**src/rtl/lwfs_pkg.sv**
```systemverilog
// shared types and constants for the lcd window fill streamer
`timescale 1ns / 1ps

package lwfs_pkg;

    // input command codes
    localparam logic [1:0] CMD_FILL_RECT  = 2'd0;
    localparam logic [1:0] CMD_FILL_TICK  = 2'd1;
    localparam logic [1:0] CMD_IMAGE_WIN  = 2'd2;
    localparam logic [1:0] CMD_IMAGE_PIX  = 2'd3;

    // display controller opcodes
    localparam logic [7:0] OP_COLUMN = 8'h2A;
    localparam logic [7:0] OP_PAGE   = 8'h2B;
    localparam logic [7:0] OP_WRITE  = 8'h2C;

    // byte counts of the two run kinds
    localparam int HDR_LEN   = 11;
    localparam int PIX_LEN   = 2;
    localparam int IDX_W     = 4;

    // span of a clipped window side fits 9 bits, the pixel count 17 bits
    localparam int SPAN_W    = 9;
    localparam int CNT_W     = 17;

    typedef enum logic [1:0] {
        MODE_IDLE  = 2'd0,
        MODE_FILL  = 2'd1,
        MODE_IMAGE = 2'd2
    } mode_t;

    typedef enum logic {
        RUN_HEADER = 1'b0,
        RUN_PIXEL  = 1'b1
    } run_kind_t;

    // one run of output bytes, handed from decode to serializer
    typedef struct packed {
        run_kind_t   kind;
        logic [15:0] xs;
        logic [15:0] xe;
        logic [15:0] ys;
        logic [15:0] ye;
        logic [15:0] pix;
        logic        frame_done;
    } run_desc_t;

endpackage

```
**src/rtl/lcd_window_fill_streamer_top.sv**
```systemverilog
// top level of the lcd window fill streamer
//
// Takes window and pixel commands on the s_ channel and sends the display
// byte stream on the m_ channel, one byte per transfer, with is_data giving
// the select line and last_of_run closing the bytes of each command.
// A fill rectangle or image window that survives clipping yields the
// 11-byte header (column, page and write opcodes with their coordinates);
// a fill tick or image pixel yields the high and low color bytes while the
// window still has pixels. Commands that are dropped yield no transfer.
// Path: a command is held in the input register, decoded as it moves
// into the run buffer, and each byte is registered in the output register.
// Throughput: the output register moves one byte per cycle unless m_ready
// stalls it; a pixel command gives 2 bytes and a window command 11; the
// input register and run buffer let the next command in while bytes drain.
// Reset (aresetn low, synchronous) empties all stages and returns to idle
// with no window armed. When the receiver stalls, the output register
// holds its byte, the run buffer holds its place and s_ready drops once
// the input register is also full.
`timescale 1ns / 1ps

module lcd_window_fill_streamer_top
    import lwfs_pkg::*;
#(
    parameter int PANEL_WIDTH  = 240,
    parameter int PANEL_HEIGHT = 240
) (
    input  logic        aclk,
    input  logic        aresetn,
    input  logic        s_valid,
    output logic        s_ready,
    input  logic [1:0]  s_cmd,
    input  logic [15:0] s_x_start,
    input  logic [15:0] s_y_start,
    input  logic [15:0] s_x_end,
    input  logic [15:0] s_y_end,
    input  logic [15:0] s_win_width,
    input  logic [15:0] s_win_height,
    input  logic [15:0] s_color,
    output logic        m_valid,
    input  logic        m_ready,
    output logic [7:0]  m_out_byte,
    output logic        m_is_data,
    output logic        m_last_of_run,
    output logic        m_frame_done
);

    logic        in_valid_reg;
    logic [1:0]  cmd_reg;
    logic [15:0] x_start_reg, y_start_reg, x_end_reg, y_end_reg;
    logic [15:0] win_width_reg, win_height_reg, color_reg;

    logic        run_free, dec_take, desc_valid;
    run_desc_t   desc;

    assign dec_take = in_valid_reg && run_free;
    assign s_ready  = !in_valid_reg || dec_take;

    // input register
    always_ff @(posedge aclk) begin
        if (!aresetn) begin
            in_valid_reg <= 1'b0;
        end else if (s_ready) begin
            in_valid_reg <= s_valid;
        end
    end

    always_ff @(posedge aclk) begin
        if (s_valid && s_ready) begin
            cmd_reg        <= s_cmd;
            x_start_reg    <= s_x_start;
            y_start_reg    <= s_y_start;
            x_end_reg      <= s_x_end;
            y_end_reg      <= s_y_end;
            win_width_reg  <= s_win_width;
            win_height_reg <= s_win_height;
            color_reg      <= s_color;
        end
    end

    // decode and window state
    lwfs_decode #(
        .PANEL_WIDTH  (PANEL_WIDTH),
        .PANEL_HEIGHT (PANEL_HEIGHT)
    ) u_decode (
        .aclk       (aclk),
        .aresetn    (aresetn),
        .take       (dec_take),
        .cmd        (cmd_reg),
        .x_start    (x_start_reg),
        .y_start    (y_start_reg),
        .x_end      (x_end_reg),
        .y_end      (y_end_reg),
        .win_width  (win_width_reg),
        .win_height (win_height_reg),
        .color      (color_reg),
        .desc_valid (desc_valid),
        .desc       (desc)
    );

    // byte serializer
    lwfs_serializer u_serializer (
        .aclk          (aclk),
        .aresetn       (aresetn),
        .load          (dec_take && desc_valid),
        .desc          (desc),
        .run_free      (run_free),
        .m_valid       (m_valid),
        .m_ready       (m_ready),
        .m_out_byte    (m_out_byte),
        .m_is_data     (m_is_data),
        .m_last_of_run (m_last_of_run),
        .m_frame_done  (m_frame_done)
    );

endmodule

```
**src/rtl/lwfs_decode.sv**
```systemverilog
// command decode: panel clipping, window state and pixel counter
`timescale 1ns / 1ps

module lwfs_decode
    import lwfs_pkg::*;
#(
    parameter int PANEL_WIDTH  = 240,
    parameter int PANEL_HEIGHT = 240
) (
    input  logic        aclk,
    input  logic        aresetn,
    input  logic        take,
    input  logic [1:0]  cmd,
    input  logic [15:0] x_start,
    input  logic [15:0] y_start,
    input  logic [15:0] x_end,
    input  logic [15:0] y_end,
    input  logic [15:0] win_width,
    input  logic [15:0] win_height,
    input  logic [15:0] color,
    output logic        desc_valid,
    output run_desc_t   desc
);

    localparam logic [15:0] PW      = 16'(PANEL_WIDTH);
    localparam logic [15:0] PH      = 16'(PANEL_HEIGHT);
    localparam logic [15:0] PW_LAST = 16'(PANEL_WIDTH - 1);
    localparam logic [15:0] PH_LAST = 16'(PANEL_HEIGHT - 1);

    mode_t              mode_reg, mode_next;
    logic [CNT_W-1:0]   pixels_left_reg, pixels_left_next;
    logic [15:0]        fill_color_reg, fill_color_next;

    logic               start_on_panel;
    logic [15:0]        fill_xe, fill_ye;
    logic [15:0]        room_x, room_y, img_w, img_h;
    logic [15:0]        win_xe, win_ye;
    logic [15:0]        span_x, span_y;
    logic [CNT_W-1:0]   win_count;
    logic               window_ok;
    logic               pixel_ok;

    // clip the window to the panel
    always_comb begin
        start_on_panel = (x_start < PW) && (y_start < PH);
        fill_xe = (x_end >= PW) ? PW_LAST : x_end;
        fill_ye = (y_end >= PH) ? PH_LAST : y_end;
        room_x  = PW - x_start;
        room_y  = PH - y_start;
        img_w   = (win_width  > room_x) ? room_x : win_width;
        img_h   = (win_height > room_y) ? room_y : win_height;
        if (cmd == CMD_FILL_RECT) begin
            win_xe    = fill_xe;
            win_ye    = fill_ye;
            window_ok = start_on_panel && (fill_xe >= x_start) && (fill_ye >= y_start);
        end else begin
            win_xe    = x_start + img_w - 16'd1;
            win_ye    = y_start + img_h - 16'd1;
            window_ok = start_on_panel && (win_width != 16'd0) && (win_height != 16'd0);
        end
        span_x    = win_xe - x_start + 16'd1;
        span_y    = win_ye - y_start + 16'd1;
        win_count = CNT_W'(span_x[SPAN_W-1:0]) * CNT_W'(span_y[SPAN_W-1:0]);
    end

    // pick the run and the next state
    always_comb begin
        mode_next        = mode_reg;
        pixels_left_next = pixels_left_reg;
        fill_color_next  = fill_color_reg;
        desc_valid       = 1'b0;
        pixel_ok         = 1'b0;
        desc.kind        = RUN_HEADER;
        desc.xs          = x_start;
        desc.xe          = win_xe;
        desc.ys          = y_start;
        desc.ye          = win_ye;
        desc.pix         = color;
        desc.frame_done  = 1'b0;
        case (cmd)
            CMD_FILL_RECT, CMD_IMAGE_WIN: begin
                if (window_ok) begin
                    desc_valid       = 1'b1;
                    pixels_left_next = win_count;
                    if (cmd == CMD_FILL_RECT) begin
                        mode_next       = MODE_FILL;
                        fill_color_next = color;
                    end else begin
                        mode_next = MODE_IMAGE;
                    end
                end
            end
            default: begin
                if (cmd == CMD_FILL_TICK) begin
                    pixel_ok = (mode_reg == MODE_FILL);
                    desc.pix = fill_color_reg;
                end else begin
                    pixel_ok = (mode_reg == MODE_IMAGE);
                end
                if (pixel_ok && (pixels_left_reg != '0)) begin
                    desc_valid       = 1'b1;
                    desc.kind        = RUN_PIXEL;
                    pixels_left_next = pixels_left_reg - CNT_W'(1);
                    if (pixels_left_reg == CNT_W'(1)) begin
                        desc.frame_done = 1'b1;
                        mode_next       = MODE_IDLE;
                    end
                end
            end
        endcase
    end

    // window state
    always_ff @(posedge aclk) begin
        if (!aresetn) begin
            mode_reg        <= MODE_IDLE;
            pixels_left_reg <= '0;
            fill_color_reg  <= '0;
        end else if (take) begin
            mode_reg        <= mode_next;
            pixels_left_reg <= pixels_left_next;
            fill_color_reg  <= fill_color_next;
        end
    end

endmodule

```
**src/rtl/lwfs_serializer.sv**
```systemverilog
// run buffer and output register: one byte per transfer
`timescale 1ns / 1ps

module lwfs_serializer
    import lwfs_pkg::*;
(
    input  logic        aclk,
    input  logic        aresetn,
    input  logic        load,
    input  run_desc_t   desc,
    output logic        run_free,
    output logic        m_valid,
    input  logic        m_ready,
    output logic [7:0]  m_out_byte,
    output logic        m_is_data,
    output logic        m_last_of_run,
    output logic        m_frame_done
);

    run_desc_t          run_reg;
    logic               busy_reg;
    logic [IDX_W-1:0]   idx_reg;
    logic               m_valid_reg;
    logic [7:0]         byte_reg;
    logic               is_data_reg, last_reg, frame_done_reg;

    logic               out_free, advance;
    logic [7:0]         sel_byte;
    logic               sel_data, sel_last, sel_frame;

    assign out_free = !m_valid_reg || m_ready;
    assign advance  = busy_reg && out_free;
    assign run_free = !busy_reg || (advance && sel_last);

    // byte at the current run position
    always_comb begin
        sel_byte  = 8'h00;
        sel_data  = 1'b1;
        sel_last  = 1'b0;
        sel_frame = 1'b0;
        if (run_reg.kind == RUN_PIXEL) begin
            if (idx_reg == IDX_W'(0)) begin
                sel_byte = run_reg.pix[15:8];
            end else begin
                sel_byte  = run_reg.pix[7:0];
                sel_last  = 1'b1;
                sel_frame = run_reg.frame_done;
            end
        end else begin
            case (idx_reg)
                4'd0:    begin sel_byte = OP_COLUMN; sel_data = 1'b0; end
                4'd1:    sel_byte = run_reg.xs[15:8];
                4'd2:    sel_byte = run_reg.xs[7:0];
                4'd3:    sel_byte = run_reg.xe[15:8];
                4'd4:    sel_byte = run_reg.xe[7:0];
                4'd5:    begin sel_byte = OP_PAGE; sel_data = 1'b0; end
                4'd6:    sel_byte = run_reg.ys[15:8];
                4'd7:    sel_byte = run_reg.ys[7:0];
                4'd8:    sel_byte = run_reg.ye[15:8];
                4'd9:    sel_byte = run_reg.ye[7:0];
                default: begin
                    sel_byte = OP_WRITE;
                    sel_data = 1'b0;
                    sel_last = 1'b1;
                end
            endcase
        end
    end

    // run position and output register
    always_ff @(posedge aclk) begin
        if (!aresetn) begin
            busy_reg    <= 1'b0;
            idx_reg     <= '0;
            m_valid_reg <= 1'b0;
        end else begin
            if (out_free) begin
                m_valid_reg <= busy_reg;
            end
            if (load) begin
                busy_reg <= 1'b1;
                idx_reg  <= '0;
            end else if (advance) begin
                if (sel_last) begin
                    busy_reg <= 1'b0;
                end
                idx_reg <= idx_reg + IDX_W'(1);
            end
        end
    end

    // payload
    always_ff @(posedge aclk) begin
        if (load) begin
            run_reg <= desc;
        end
        if (advance) begin
            byte_reg       <= sel_byte;
            is_data_reg    <= sel_data;
            last_reg       <= sel_last;
            frame_done_reg <= sel_frame;
        end
    end

    assign m_valid       = m_valid_reg;
    assign m_out_byte    = byte_reg;
    assign m_is_data     = is_data_reg;
    assign m_last_of_run = last_reg;
    assign m_frame_done  = frame_done_reg;

endmodule
```
**config.mk**
```make
export PLATFORM = sky130hd
export DESIGN_NAME = lcd_window_fill_streamer_top
export DESIGN_NICKNAME = d
export VERILOG_FILES = /design/src/rtl/lwfs_pkg.sv /design/src/rtl/lcd_window_fill_streamer_top.sv /design/src/rtl/lwfs_decode.sv /design/src/rtl/lwfs_serializer.sv
export SDC_FILE = /design/constraint.sdc
export NUM_CORES = 1
export LEC_CHECK = 0
export BUFFER_PORTS_ARGS = -buffer_cell sky130_fd_sc_hd__buf_2
export CAP_MARGIN = 15
export CORE_AREA = 8 8 227 142
export DETAILED_ROUTE_END_ITERATION = 6
export DIE_AREA = 0 0 235 150
export PLACE_DENSITY = 0.79
export SYNTH_ARGS = -nofsm -noshare
export SYNTH_HDL_FRONTEND = slang
export SYNTH_SLANG_ARGS = --single-unit
```
**constraint.sdc**
```tcl
create_clock -name aclk -period 19.9 [get_ports aclk]
set_input_delay 3.98 -clock aclk [delete_from_list [all_inputs] [get_ports aclk]]
set_output_delay 3.98 -clock aclk [all_outputs]
set_load 0.05 [all_outputs]
```
==> tab_implementation.tex <==
\begin{tabular}{lr}
\hline
Metric & Value \\
\hline
\multicolumn{2}{l}{\textbf{Cells and area}} \\
Number of diodes added for antenna fixing & 0 \\
Commonest non-fill, non-tap cell in the layout & sky130\_fd\_sc\_hd\_\_edfxtp\_1 \\
Area overhead of the layout relative to synthesis & 11.14\% \\
Layout Nets & between 2,000 and 2,500 \\
Commonest cells after routing, fill and taps aside & sky130\_fd\_sc\_hd\_\_edfxtp\_1, sky130\_fd\_sc\_hd\_\_inv\_1, sky130\_fd\_sc\_hd\_\_ha\_1 \\
Post-route cell area & $\sim$0.019 mm\^{}2 \\
Fraction of layout instances using a drive strength above 1 & 0.1326 \\
Number of flip-flops under the largest register name & just over 80 \\
Fillers & about 2,300 \\
\multicolumn{2}{l}{\textbf{Clock network}} \\
CTS H-tree lvls & 1 \\
Total CTS buffers & 25 \\
Post-CTS setup buffers & 0 \\
Number of buffers added to fix hold violations after cts & 0 \\
TritonCTS sink count & $\sim$250 \\
Clock slew seen by the registers of the worst setup and hold paths & $\sim$0.07 ns \\
Resized Gates After CTS & 0 \\
Largest buffer count on any clock path & 3 \\
Root Buffer Master & sky130\_fd\_sc\_hd\_\_clkbuf\_16 \\
TritonCTS clock tree & done \\
Clock latency at the later pin of the worst-skew pair & 0.54 ns \\
\multicolumn{2}{l}{\textbf{Routing}} \\
Detailed-route DRC error count & 0 \\
Aggregate routed wire length & $\sim$44,000 um \\
Iter 0 DRT Violations & between 1,000 and 1,500 \\
Post-DRT Antenna Nets & 0 \\
Initial DRT Pass Iterations & 6 \\
Detailed-route via count & 12,760 \\
WL/cell & roughly 20 um \\
Via density per instance & slightly below 6 \\
\multicolumn{2}{l}{\textbf{STA}} \\
Portion of the clock cycle consumed by the worst path in the final layout & 0.6138 \\
Minimum setup slack in the final design & around 7.7 ns \\
Worst slew pin tran & approximately 1.1 ns \\
Endpoints failing setup & 0 \\
Worst clock skew & between 0.01 and 0.015 ns \\
Top achievable clock speed & a little over 80 MHz \\
Relative max-transition margin & 0.2517 \\
Final min period & around 12 ns \\
Final max-slew violation count & 0 \\
Number of failing hold endpoints at the final stage & 0 \\
Accumulated negative setup slack & 0 ns \\
Setup repair after global routing missed its margin & no \\
\multicolumn{2}{l}{\textbf{Floorplanning}} \\
DIE HEIGHT & approximately 150 um \\
Placeable core region & just under 0.03 mm\^{}2 \\
Number of placement rows & a little under 50 \\
Effective utilization at floorplan & 0.5862 \\
IO Count & around 130 \\
Floorplan die area & 0.03525 mm\^{}2 \\
Die width & 235 um \\
\multicolumn{2}{l}{\textbf{Synth}} \\
EDFF count, synth & between 200 and 250 \\
Cell count after synthesis & around 1,600 \\
Register area share after synthesis & 0.4134 \\
Share of async-settable or async-resettable flops after synthesis & 0 \\
Number of distinct library cell variants in the gate-level netlist after synthesis & 76 \\
Warning count from the yosys run & 0 \\
Synthesis-stage register bit count & between 200 and 250 \\
Avg Cell Area, Syn & $\sim$10 um\^{}2 \\
Post-Synthesis Cell Area & 0.01707 mm\^{}2 \\
Main flop type after synthesis & sky130\_fd\_sc\_hd\_\_edfxtp\_1 \\
\multicolumn{2}{l}{\textbf{Critical path}} \\
Worst setup EP type & flip-flop \\
Setup CP Type & reg2reg \\
Maximum single-stage delay on the critical path & $\sim$0.7 ns \\
Crit path DAT & $\sim$13 ns \\
Critical-path top delay cell & sky130\_fd\_sc\_hd\_\_a2111oi\_0 \\
Most prevalent standard cell on the critical path & sky130\_fd\_sc\_hd\_\_ha\_1 \\
Worst setup SP type & flip-flop \\
Highest net fanout along the worst path & 31 \\
CP required & between 20 and 25 ns \\
\multicolumn{2}{l}{\textbf{GRT}} \\
Vias in the first global route & about 12,000 \\
Global-route wire length before repair & about 68,000 um \\
Total track usage & 0.2432 \\
Initial antenna violation count & 0 \\
Pin count of the biggest net entering global routing & 78 \\
Overflow left after global routing & 0 \\
\multicolumn{2}{l}{\textbf{Placement}} \\
Post-DP Area & roughly 0.018 mm\^{}2 \\
Number of buffers added on ports & 130 \\
Post-DP HPWL & between 30,000 and 40,000 um \\
Final Wtd Congestion & 0.9240 \\
Pre-CTS worst setup slack & between 7 and 8 ns \\
\multicolumn{2}{l}{\textbf{Status}} \\
Outcome & finished clean \\
\multicolumn{2}{l}{\textbf{Job}} \\
Count of maximum capacitance violations & 0 \\
\multicolumn{2}{l}{\textbf{Worst hold path}} \\
Hold Path Class & reg2reg \\
\hline
\end{tabular}
-- worst paths after layout --
| kind | cells past startpoint | slack, ns | end | from |
|---|---|---|---|---|
| setup / recovery | 46 | 7.69 | u_decode.pixels_left_reg[15] | y_start_reg[1] |
| hold / removal | 2 | 0.46 | u_decode.pixels_left_reg[11] | u_decode.pixels_left_reg[11] |
| setup reg to reg | 46 | 7.69 | u_decode.pixels_left_reg[15] | y_start_reg[1] |
| hold reg to reg | 2 | 0.46 | u_decode.pixels_left_reg[11] | u_decode.pixels_left_reg[11] |
-- cells in the mapped netlist (6+ instances only) --
| cell type | instances | area share |
|---|---|---|
| sky130_fd_sc_hd__xnor2_1 | 57 | 0.029 |
| sky130_fd_sc_hd__mux2i_1 | 30 | 0.018 |
| sky130_fd_sc_hd__mux2_2 | 23 | 0.015 |
| sky130_fd_sc_hd__a22oi_1 | 10 | 0.0044 |
| sky130_fd_sc_hd__nor4_1 | 23 | 0.0084 |
| sky130_fd_sc_hd__ha_1 | 196 | 0.14 |
| sky130_fd_sc_hd__a21o_1 | 37 | 0.016 |
| sky130_fd_sc_hd__nor3_1 | 20 | 0.0059 |
| sky130_fd_sc_hd__clkbuf_1 | 44 | 0.0097 |
| sky130_fd_sc_hd__a21oi_1 | 99 | 0.029 |
| sky130_fd_sc_hd__o21ai_0 | 68 | 0.020 |
| sky130_fd_sc_hd__a222oi_1 | 7 | 0.0041 |
| sky130_fd_sc_hd__a31oi_1 | 9 | 0.0033 |
| sky130_fd_sc_hd__or2_2 | 12 | 0.0044 |
| sky130_fd_sc_hd__nand3_1 | 27 | 0.0079 |
| sky130_fd_sc_hd__nand2_1 | 107 | 0.024 |
| sky130_fd_sc_hd__a21boi_0 | 7 | 0.0031 |
| sky130_fd_sc_hd__o21bai_1 | 6 | 0.0026 |
| sky130_fd_sc_hd__nand4_1 | 18 | 0.0066 |
| sky130_fd_sc_hd__inv_1 | 203 | 0.045 |
| sky130_fd_sc_hd__xor2_1 | 31 | 0.016 |
| sky130_fd_sc_hd__nor2b_1 | 8 | 0.0029 |
| sky130_fd_sc_hd__nand2b_1 | 17 | 0.0062 |
| sky130_fd_sc_hd__a211oi_1 | 8 | 0.0035 |
| sky130_fd_sc_hd__dfxtp_1 | 42 | 0.049 |
| sky130_fd_sc_hd__and3_1 | 10 | 0.0037 |
| sky130_fd_sc_hd__and2_1 | 25 | 0.0092 |
| sky130_fd_sc_hd__nor2_1 | 135 | 0.030 |
| sky130_fd_sc_hd__o21a_1 | 7 | 0.0031 |
| sky130_fd_sc_hd__edfxtp_1 | 207 | 0.36 |
| sky130_fd_sc_hd__o31ai_1 | 8 | 0.0035 |
| sky130_fd_sc_hd__fa_1 | 53 | 0.062 |
-- final cells by class --
type	count	area, um^2	share of cell area
clock buffers	32	724.4	0.03818
clock inverters	13	128.9	0.006792
inverters	203	762.0	0.04016
multi-input cells	1150	9090	0.4791
flip-flops and latches	249	7057	0.3719
well taps	382	478.0	0.02519
repair buffers	140	733.2	0.03864
-- worst max-delay path, delay by kind of cell (launching register included) --
kind | cells | cell delay (ns)
AO/OA/AOI/OAI | 15 | 3.63
XOR/XNOR | 4 | 1.00
adder cells (fa/ha/maj) | 11 | 4.43
buffers and inverters | 5 | 0.52
flip-flops | 1 | 0.53
AND/OR/NAND/NOR | 11 | 1.93
-- metrics by stage --
stage          utilization  hold WS (ns)  instances
6_report            0.6515        0.4611       2169
5_1_grt             0.6515        0.4954       2169
4_1_cts             0.6510        0.4625       2168
3_5_place_dp        0.6217        0.4538       2123
3_3_place_gp        0.6217        0.4443       2123
2_1_floorplan            -        0.4264       1655
-- per-layer routing --
layer	up-vias	track usage	wire, um	part of all wire
li1	6028	-	-	-
met1	6087	0.3754	21160	0.48
met2	573	0.3468	17790	0.40
met3	69	0.04708	4051	0.092
met4	0	0.05517	1015	0.023
met5	-	0	0	0
-- cells by family after synthesis --
kind of cell / count (synthesis) / share of synthesized area
and+or+nand+nor: 424 / 0.1201
AOI/OAI and AO/OA: 317 / 0.1199
buffers and inverters: 256 / 0.05871
adders and majority gates: 249 / 0.2058
DFF: 249 / 0.4134
xor gates and xnor gates: 91 / 0.04911
muxes: 53 / 0.03276
other: 1 / 0.0002197
Power is left out: the tool's default activity adds up to more than one toggle a clock period on the data nets, which glitch-free logic cannot reach.
